===== config.mk =====
export PLATFORM = sky130hd
export DESIGN_NAME = packed_pixel_replication_upscaler
export DESIGN_NICKNAME = d
export VERILOG_FILES = /design/src/hw/rtl/ppru_pkg.sv /design/src/hw/rtl/packed_pixel_replication_upscaler.sv /design/src/hw/rtl/ppru_front.sv /design/src/hw/rtl/ppru_queue.sv /design/src/hw/rtl/ppru_back.sv
export SDC_FILE = /design/constraint.sdc
export NUM_CORES = 1
export LEC_CHECK = 0
export BUFFER_PORTS_ARGS = -buffer_cell sky130_fd_sc_hd__clkbuf_2
export CORE_MARGIN = 1
export CORE_UTILIZATION = 61
export DETAILED_ROUTE_END_ITERATION = 8
export PLACE_DENSITY = 0.93
export SLEW_MARGIN = 20
export SYNTH_ARGS = -nofsm -noshare
export SYNTH_HDL_FRONTEND = slang
export SYNTH_HIERARCHICAL = 1
export SYNTH_SLANG_ARGS = --single-unit

===== constraint.sdc =====
create_clock -name i_clk -period 5.05 [get_ports i_clk]
set_input_delay 0.505 -clock i_clk [delete_from_list [all_inputs] [get_ports i_clk]]
set_output_delay 0.505 -clock i_clk [all_outputs]
set_load 0.02 [all_outputs]

===== src/hw/rtl/ppru_pkg.sv =====
package ppru_pkg;

    // source image geometry
    localparam int SOURCE_WIDTH    = 320;
    localparam int SOURCE_HEIGHT   = 200;
    localparam int WORDS_PER_ROW   = SOURCE_WIDTH / 4;
    localparam int OUT_ROW_WORDS_2 = (SOURCE_WIDTH * 2) / 4;
    localparam int OUT_ROW_WORDS_3 = (SOURCE_WIDTH * 3) / 4;

    // field and counter widths
    localparam int PX_W    = 32;
    localparam int ADDR_W  = 18;
    localparam int SCALE_W = 2;
    localparam int COL_W   = $clog2(WORDS_PER_ROW);
    localparam int ROW_W   = $clog2(SOURCE_HEIGHT + 1);
    localparam int STEP_W  = 2;

    // scale register codes
    localparam logic [SCALE_W-1:0] SCALE_TWO   = 2'd2;
    localparam logic [SCALE_W-1:0] SCALE_THREE = 2'd3;

    // queue between front and back
    localparam int Q_DEPTH = 2;
    localparam int Q_PTR_W = $clog2(Q_DEPTH);
    localparam int Q_CNT_W = $clog2(Q_DEPTH + 1);

    // one classified input word
    typedef struct packed {
        logic [PX_W-1:0]   px;
        logic              s3;
        logic [ADDR_W-1:0] base;
    } t_desc;

    // source pixel index for each output byte, by scale and output word
    typedef logic [1:0] t_sel_row [0:3];
    localparam t_sel_row SEL2 [0:1] = '{
        '{2'd0, 2'd0, 2'd1, 2'd1},
        '{2'd2, 2'd2, 2'd3, 2'd3}
    };
    localparam t_sel_row SEL3 [0:2] = '{
        '{2'd0, 2'd0, 2'd0, 2'd1},
        '{2'd1, 2'd1, 2'd2, 2'd2},
        '{2'd2, 2'd3, 2'd3, 2'd3}
    };

    // build output word j of a replicated source word
    function automatic logic [PX_W-1:0] expand_word(
        input logic [PX_W-1:0]   px,
        input logic              s3,
        input logic [STEP_W-1:0] j
    );
        logic [PX_W-1:0] w;
        logic [1:0]      sel;
        w = '0;
        for (int b = 0; b < 4; b++) begin
            if (s3) begin
                sel = (j == 2'd3) ? 2'd3 : SEL3[j][b];
            end else begin
                sel = SEL2[j[0]][b];
            end
            w[8*b +: 8] = px[8*sel +: 8];
        end
        return w;
    endfunction

endpackage


===== src/hw/rtl/packed_pixel_replication_upscaler.sv =====
// Pixel replication upscaler, 2x or 3x, on packed 8-bit pixel words.
// Input side is a queue write port: a beat of i_pixel_word is taken when
// push is high and full is low. Words arrive in raster order, four pixels
// per word, pixel 0 in the low byte.
// Result side is a queue read port: while empty is low the oldest write
// (o_out_address, o_out_data, o_last) is shown and leaves when pop is high.
// Each input word gives scale*scale result beats (4 or 9), output word
// columns outer, output rows inner; o_last marks the final one.
// Scale is set through i_cfg_valid/i_cfg_data (o_cfg_ready is always high)
// and is sampled as each word is taken; values other than 3 mean 2x.
// The first result beat passes the queue entry, the stepper and the output
// register; the back-end stepper gives one result beat per cycle while pop
// keeps up and words are queued; a 2-entry queue lets the input run ahead.
// When pop stays low the output register holds, the stepper stops and the
// queue fills, after which full goes high.
// Reset clears the queue, the output register, the column and row
// counters, and sets scale to 2x.
module packed_pixel_replication_upscaler (
    input  logic                          i_clk,
    input  logic                          i_rst_n,
    input  logic                          i_cfg_valid,
    output logic                          o_cfg_ready,
    input  logic [ppru_pkg::SCALE_W-1:0]  i_cfg_data,
    input  logic                          push,
    output logic                          full,
    input  logic [ppru_pkg::PX_W-1:0]     i_pixel_word,
    output logic                          empty,
    input  logic                          pop,
    output logic [ppru_pkg::ADDR_W-1:0]   o_out_address,
    output logic [ppru_pkg::PX_W-1:0]     o_out_data,
    output logic                          o_last
);
    import ppru_pkg::*;

    logic  q_push;
    t_desc q_in_desc;
    logic  q_full;
    logic  q_pop;
    logic  q_valid;
    t_desc q_out_desc;

    assign o_cfg_ready = 1'b1;
    assign full        = q_full;

    // classify input words and track raster position
    ppru_front u_front (
        .i_clk        (i_clk),
        .i_rst_n      (i_rst_n),
        .i_cfg_valid  (i_cfg_valid),
        .i_cfg_data   (i_cfg_data),
        .push         (push),
        .i_pixel_word (i_pixel_word),
        .i_q_full     (q_full),
        .o_q_push     (q_push),
        .o_q_desc     (q_in_desc)
    );

    // decoupling queue
    ppru_queue u_queue (
        .i_clk   (i_clk),
        .i_rst_n (i_rst_n),
        .i_push  (q_push),
        .i_desc  (q_in_desc),
        .o_full  (q_full),
        .i_pop   (q_pop),
        .o_valid (q_valid),
        .o_desc  (q_out_desc)
    );

    // replicate into output writes
    ppru_back u_back (
        .i_clk         (i_clk),
        .i_rst_n       (i_rst_n),
        .i_q_valid     (q_valid),
        .i_q_desc      (q_out_desc),
        .o_q_pop       (q_pop),
        .empty         (empty),
        .pop           (pop),
        .o_out_address (o_out_address),
        .o_out_data    (o_out_data),
        .o_last        (o_last)
    );

endmodule


===== src/hw/rtl/ppru_front.sv =====
module ppru_front (
    input  logic                          i_clk,
    input  logic                          i_rst_n,
    input  logic                          i_cfg_valid,
    input  logic [ppru_pkg::SCALE_W-1:0]  i_cfg_data,
    input  logic                          push,
    input  logic [ppru_pkg::PX_W-1:0]     i_pixel_word,
    input  logic                          i_q_full,
    output logic                          o_q_push,
    output ppru_pkg::t_desc               o_q_desc
);
    import ppru_pkg::*;

    localparam int BASE_W = ADDR_W + 8;

    logic [SCALE_W-1:0] r_scale;
    logic [COL_W-1:0]   r_col;
    logic [ROW_W-1:0]   r_row;
    logic               s3;
    logic               accept;
    logic [BASE_W-1:0]  row_words;
    logic [BASE_W-1:0]  row_base;
    logic [BASE_W-1:0]  col_base;

    // scale register
    always_ff @(posedge i_clk) begin
        if (!i_rst_n) begin
            r_scale <= SCALE_TWO;
        end else if (i_cfg_valid) begin
            r_scale <= i_cfg_data;
        end
    end

    assign s3     = (r_scale == SCALE_THREE);
    assign accept = push && !i_q_full;

    // base address of the top-left output word for this beat
    always_comb begin
        row_words = BASE_W'(r_row) * BASE_W'(WORDS_PER_ROW);
        if (s3) begin
            row_base = (row_words << 3) + row_words;
            col_base = (BASE_W'(r_col) << 1) + BASE_W'(r_col);
        end else begin
            row_base = row_words << 2;
            col_base = BASE_W'(r_col) << 1;
        end
    end

    assign o_q_push      = accept;
    assign o_q_desc.px   = i_pixel_word;
    assign o_q_desc.s3   = s3;
    assign o_q_desc.base = ADDR_W'(row_base + col_base);

    // raster position, wraps at row and frame end
    always_ff @(posedge i_clk) begin
        if (!i_rst_n) begin
            r_col <= '0;
            r_row <= '0;
        end else if (accept) begin
            if (r_col == COL_W'(WORDS_PER_ROW - 1)) begin
                r_col <= '0;
                if (r_row == ROW_W'(SOURCE_HEIGHT - 1)) begin
                    r_row <= '0;
                end else begin
                    r_row <= r_row + 1'b1;
                end
            end else begin
                r_col <= r_col + 1'b1;
            end
        end
    end

endmodule


===== src/hw/rtl/ppru_queue.sv =====
module ppru_queue (
    input  logic            i_clk,
    input  logic            i_rst_n,
    input  logic            i_push,
    input  ppru_pkg::t_desc i_desc,
    output logic            o_full,
    input  logic            i_pop,
    output logic            o_valid,
    output ppru_pkg::t_desc o_desc
);
    import ppru_pkg::*;

    t_desc              r_mem [0:Q_DEPTH-1];
    logic [Q_PTR_W-1:0] r_wr;
    logic [Q_PTR_W-1:0] r_rd;
    logic [Q_CNT_W-1:0] r_cnt;
    logic               do_push;
    logic               do_pop;

    assign o_full  = (r_cnt == Q_CNT_W'(Q_DEPTH));
    assign o_valid = (r_cnt != '0);
    assign do_push = i_push && !o_full;
    assign do_pop  = i_pop && o_valid;
    assign o_desc  = r_mem[r_rd];

    // storage
    always_ff @(posedge i_clk) begin
        if (do_push) begin
            r_mem[r_wr] <= i_desc;
        end
    end

    // pointers and fill count
    always_ff @(posedge i_clk) begin
        if (!i_rst_n) begin
            r_wr  <= '0;
            r_rd  <= '0;
            r_cnt <= '0;
        end else begin
            if (do_push) begin
                r_wr <= (r_wr == Q_PTR_W'(Q_DEPTH - 1)) ? '0 : r_wr + 1'b1;
            end
            if (do_pop) begin
                r_rd <= (r_rd == Q_PTR_W'(Q_DEPTH - 1)) ? '0 : r_rd + 1'b1;
            end
            case ({do_push, do_pop})
                2'b10:   r_cnt <= r_cnt + 1'b1;
                2'b01:   r_cnt <= r_cnt - 1'b1;
                default: r_cnt <= r_cnt;
            endcase
        end
    end

    a_no_overflow: assert property (@(posedge i_clk) disable iff (!i_rst_n)
        r_cnt <= Q_CNT_W'(Q_DEPTH))
        else $error("queue fill count above depth");

    a_no_push_full: assert property (@(posedge i_clk) disable iff (!i_rst_n)
        !(i_push && o_full))
        else $error("push into full queue");

endmodule


===== src/hw/rtl/ppru_back.sv =====
module ppru_back (
    input  logic                          i_clk,
    input  logic                          i_rst_n,
    input  logic                          i_q_valid,
    input  ppru_pkg::t_desc               i_q_desc,
    output logic                          o_q_pop,
    output logic                          empty,
    input  logic                          pop,
    output logic [ppru_pkg::ADDR_W-1:0]   o_out_address,
    output logic [ppru_pkg::PX_W-1:0]     o_out_data,
    output logic                          o_last
);
    import ppru_pkg::*;

    logic               r_busy;
    t_desc              r_desc;
    logic [STEP_W-1:0]  r_j;
    logic [STEP_W-1:0]  r_k;
    logic [ADDR_W-1:0]  r_addr;
    logic [ADDR_W-1:0]  r_col_addr;
    logic               r_out_valid;
    logic [ADDR_W-1:0]  r_out_addr;
    logic [PX_W-1:0]    r_out_data;
    logic               r_out_last;

    logic [STEP_W-1:0]  smax;
    logic [ADDR_W-1:0]  row_step;
    logic               advance;
    logic               emit;
    logic               last_beat;
    logic               load;

    assign smax      = r_desc.s3 ? 2'd2 : 2'd1;
    assign row_step  = r_desc.s3 ? ADDR_W'(OUT_ROW_WORDS_3) : ADDR_W'(OUT_ROW_WORDS_2);
    assign advance   = !r_out_valid || pop;
    assign emit      = advance && r_busy;
    assign last_beat = (r_j == smax) && (r_k == smax);
    assign load      = advance && i_q_valid && (!r_busy || last_beat);
    assign o_q_pop   = load;

    // step through output words, rows inner
    always_ff @(posedge i_clk) begin
        if (!i_rst_n) begin
            r_busy <= 1'b0;
        end else if (load) begin
            r_busy <= 1'b1;
        end else if (emit && last_beat) begin
            r_busy <= 1'b0;
        end
    end

    always_ff @(posedge i_clk) begin
        if (load) begin
            r_desc     <= i_q_desc;
            r_j        <= '0;
            r_k        <= '0;
            r_addr     <= i_q_desc.base;
            r_col_addr <= i_q_desc.base;
        end else if (emit) begin
            if (r_k == smax) begin
                r_k        <= '0;
                r_j        <= r_j + 1'b1;
                r_col_addr <= r_col_addr + 1'b1;
                r_addr     <= r_col_addr + 1'b1;
            end else begin
                r_k    <= r_k + 1'b1;
                r_addr <= r_addr + row_step;
            end
        end
    end

    // output register
    always_ff @(posedge i_clk) begin
        if (!i_rst_n) begin
            r_out_valid <= 1'b0;
        end else if (advance) begin
            r_out_valid <= r_busy;
        end
    end

    always_ff @(posedge i_clk) begin
        if (emit) begin
            r_out_addr <= r_addr;
            r_out_data <= expand_word(r_desc.px, r_desc.s3, r_j);
            r_out_last <= last_beat;
        end
    end

    assign empty         = !r_out_valid;
    assign o_out_address = r_out_addr;
    assign o_out_data    = r_out_data;
    assign o_last        = r_out_last;

    a_steps_in_range: assert property (@(posedge i_clk) disable iff (!i_rst_n)
        r_busy |-> (r_j <= smax && r_k <= smax))
        else $error("replication step out of range");

    a_load_restarts: assert property (@(posedge i_clk) disable iff (!i_rst_n)
        load |=> (r_busy && r_j == '0 && r_k == '0 && r_addr == r_col_addr))
        else $error("new word did not restart stepping");

    a_pop_only_when_done: assert property (@(posedge i_clk) disable iff (!i_rst_n)
        (r_busy && !last_beat) |-> !o_q_pop)
        else $error("queue popped mid word");

endmodule

==> flow_summary.toml <==
[routing]
post-route-drc-count = 0
drtIter0Drc = 1159
ant_nets = 0
drt-vias-per-instance = 6.17
vias = 7965
routed_wl_um = 25000
routedWlPerCell_um = 19.4
first_pass_iters = 5

[sta]
slew_viol_final = 0
relSlewSlack = 0.244
finalSetupViolations = 0
finalSetupTns_ns = 0
finalHoldViolCount = 0
grt_setup_unrepaired = "false"
fin_crit_sh = 0.867
skew_ns = 0.0140
worst_slew_pin_slew_ns = 1.13
fmax_ghz = 0.228
finalCriticalPeriod_ns = 4.38

[clocking]
ctsHoldBuffers = 0
cts_setup_buffers = 0
cts_tree = "built"
cts_resized = 0
cts_made_buffers = 25
worstSkewPairLatency_ns = 0.52
cts.sinks = 250
clk_pin_slew_worst_paths_ns = 0.06
cts_buffer_depth = 3
h-tree-depth = 1
cts_root_buffer = "clkbuf_16"

[floorplan]
coreArea_um2 = 19600
initial_core_util = 0.628
io_pins = 93
die_w_um = 144
fp.dieH_um = 144
rows = 51
die_area_um2 = 20700

[logic_synthesis]
syn_inst = 945
ys_types = 68
synth_seq_area_share = 0.588
synth_edf_count = 222
synth_top_area_cell = "edfxtp_1"
synth_top_area_frac = 0.542
synthTopCellsByArea = "edfxtp_1 54%, mux2_2 4.9%, dfxtp_1 4.6%"
ys.flop_type = "edfxtp_1"
async_flop_share = 0
synth_seq_cells = 250
syn_area_um2 = 12300
synth_warnings = 6
syn_nets = 1032
syn_avg_cell_area_um2 = 13.0

[placed_design]
dp_hpwl_um = 16100
port_buffers = 91
place.gp.congestion = 0.868
post_dp_cell_area_um2 = 12700
dp.cells = 1245

[hold_path]
hold_path_end = "u_queue/r_mem[1][24]"
hold_depth = 1
min_from = "i_pixel_word[5]"
min_path_type = "in2reg"

[power_and_ir_drop]
p_leak_nw = 5.04
ir_drop_v = 0.000342
total_power_w = 0.00769
power_density_nw_per_um2 = 570

[setup_path]
endpoint_kind = "register"
cp.required_ns = 5.30
path_max_fanout = 7
r2r_start = "u_front/r_row[3]"
reg2reg_to = "u_queue/r_mem[0][17]"
r2r_cells = 17
arrival_ns = 4.63
critPathKind = "reg2reg"
reg2reg_slack_ns = 0.67
crit_path_start_kind = "register"

[finish]
layout_common_cells = "222 x edfxtp_1, 91 x clkbuf_2, 79 x nand2_1, 78 x nor2_1, 54 x mux2_2"
stdcell_area_um2 = 13500
area_growth_pct = 9.62
final_core_util = 0.688
layout.nets = 1094
num_antenna_cells = 0
drive_gt1_frac = 0.223
final_common_cell = "edfxtp_1"
stdcell_count = 1291

[flow_run]
drv_cap = 0

[global_routing]
overflow = 0
grt_pass1_wl_um = 38800
track_usage = 0.245
first_global_vias = 7531
antenna_found_initial = 0
grt_max_degree = 55

[run_status]
status = "finished clean"
## power by group
part	total [W]	internal (W)	switching [W]
clock network	0.00167	0.000927	0.000738
logic	0.00234	0.000888	0.00145
registers	0.00368	0.00323	0.000450
total	0.00769	0.00505	0.00264
## registers in the layout, indices dropped and copies added, names as in the netlist, named ones only
register	cells
u_queue/r_rd	1
u_front/r_row	8
u_back/r_j	2
u_back/r_busy	1
u_back/o_out_address	18
u_back/r_desc	33
u_front/r_scale	2
u_back/o_out_data	32
u_back/r_out_valid	1
u_front/r_col	7
u_back/r_col_addr	18
u_back/o_last	1
u_queue/r_mem	102
u_queue/r_wr	1
u_back/r_addr	18
u_back/r_k	2
u_queue/r_cnt	2
## metrics by stage
step | setup slack [ns] | hold slack [ns]
floorplan | 1.10 | 0.400
global placement | 0.835 | 0.423
detailed placement | 0.696 | 0.427
CTS | 0.675 | 0.156
global route | 0.301 | 0.160
finish | 0.671 | 0.170
## routing by layer
| metal | up-vias | GRT usage | share of wire |
|---|---|---|---|
| li1 | 3597 | - | - |
| met5 | - | 0 | 0 |
| met3 | 83 | 0.0497 | 0.098 |
| met1 | 3758 | 0.322 | 0.40 |
| met2 | 527 | 0.405 | 0.47 |
| met4 | 0 | 0.0901 | 0.033 |
## Yosys cell counts, drive strengths merged, types with 2 or more instances
cell and instances:
fa 4, or2 3, edfxtp 222, a21boi 6, and2 12, or4 2
a21o 8, a21oi 45, xor2 30, mux2 54, dfxtp 28, nand2b 9
nor3b 2, nand4 13, nor3 6, nor2 78, o21bai 4, o31ai 5
a22o 2, o21ai 38, or3b 2, mux4 24, nor4 6, clkinv 2
nand3 20, nand2 79, clkbuf 12, and3 8, o21a 7, xnor2 35
inv 25, ha 44, mux2i 5, a211oi 13, nor2b 11, or3 4
buf 50, a31oi 12
## logic make-up (layout without fill, tap and decap cells)
| logic type | count (synthesis) | in the layout | share of synthesized area |
|---|---|---|---|
| compound gates | 149 | 149 | 0.0744 |
| xor+xnor | 65 | 65 | 0.0463 |
| fa+ha+maj | 48 | 48 | 0.0513 |
| buf+inv | 89 | 170 | 0.0403 |
| flops | 250 | 250 | 0.588 |
| mux | 83 | 83 | 0.0975 |
| other cells | 1 | 1 | 0.000305 |
| simple gates | 260 | 260 | 0.102 |
## final cells by class
| type | count | area [um2] |
|---|---|---|
| Clock buffer | 32 | 662 |
| Tap cell | 265 | 332 |
| Fill cell | 1245 | 6110 |
| Inverter | 27 | 101 |
| Multi-Input combinational cell | 606 | 4580 |
| Timing Repair Buffer | 97 | 500 |
| Sequential cell | 250 | 7230 |
| Clock inverter | 14 | 73.8 |
## worst max-delay path, stage by stage, from the launching register on
cell and delay [ns]:
dfxtp_1 0.46, ha_1 0.30, ha_1 0.24, fa_1 0.44, a211oi_1 0.24, o21bai_1 0.10
a21oi_1 0.18, xor2_1 0.29, inv_1 0.16, ha_1 0.39, a21o_1 0.18, nand2_1 0.06
o31ai_1 0.07, or2_2 0.27, o22ai_1 0.24, nand3_1 0.18, a31oi_1 0.22, xor2_1 0.11
## worst max path at each step
stage | from | to | slack [ns]
2_1_floorplan | u_front/r_row[3] | u_queue/r_mem[0][17] | 1.10
3_3_place_gp | u_front/r_row[3] | u_queue/r_mem[0][17] | 0.83
3_5_place_dp | u_front/r_row[3] | u_queue/r_mem[0][17] | 0.70
4_1_cts | u_front/r_row[3] | u_queue/r_mem[1][17] | 0.67
5_1_grt | u_front/r_row[3] | u_queue/r_mem[0][17] | 0.30
6_report | u_front/r_row[3] | u_queue/r_mem[0][17] | 0.67
(Power assumes the default switching activity.)
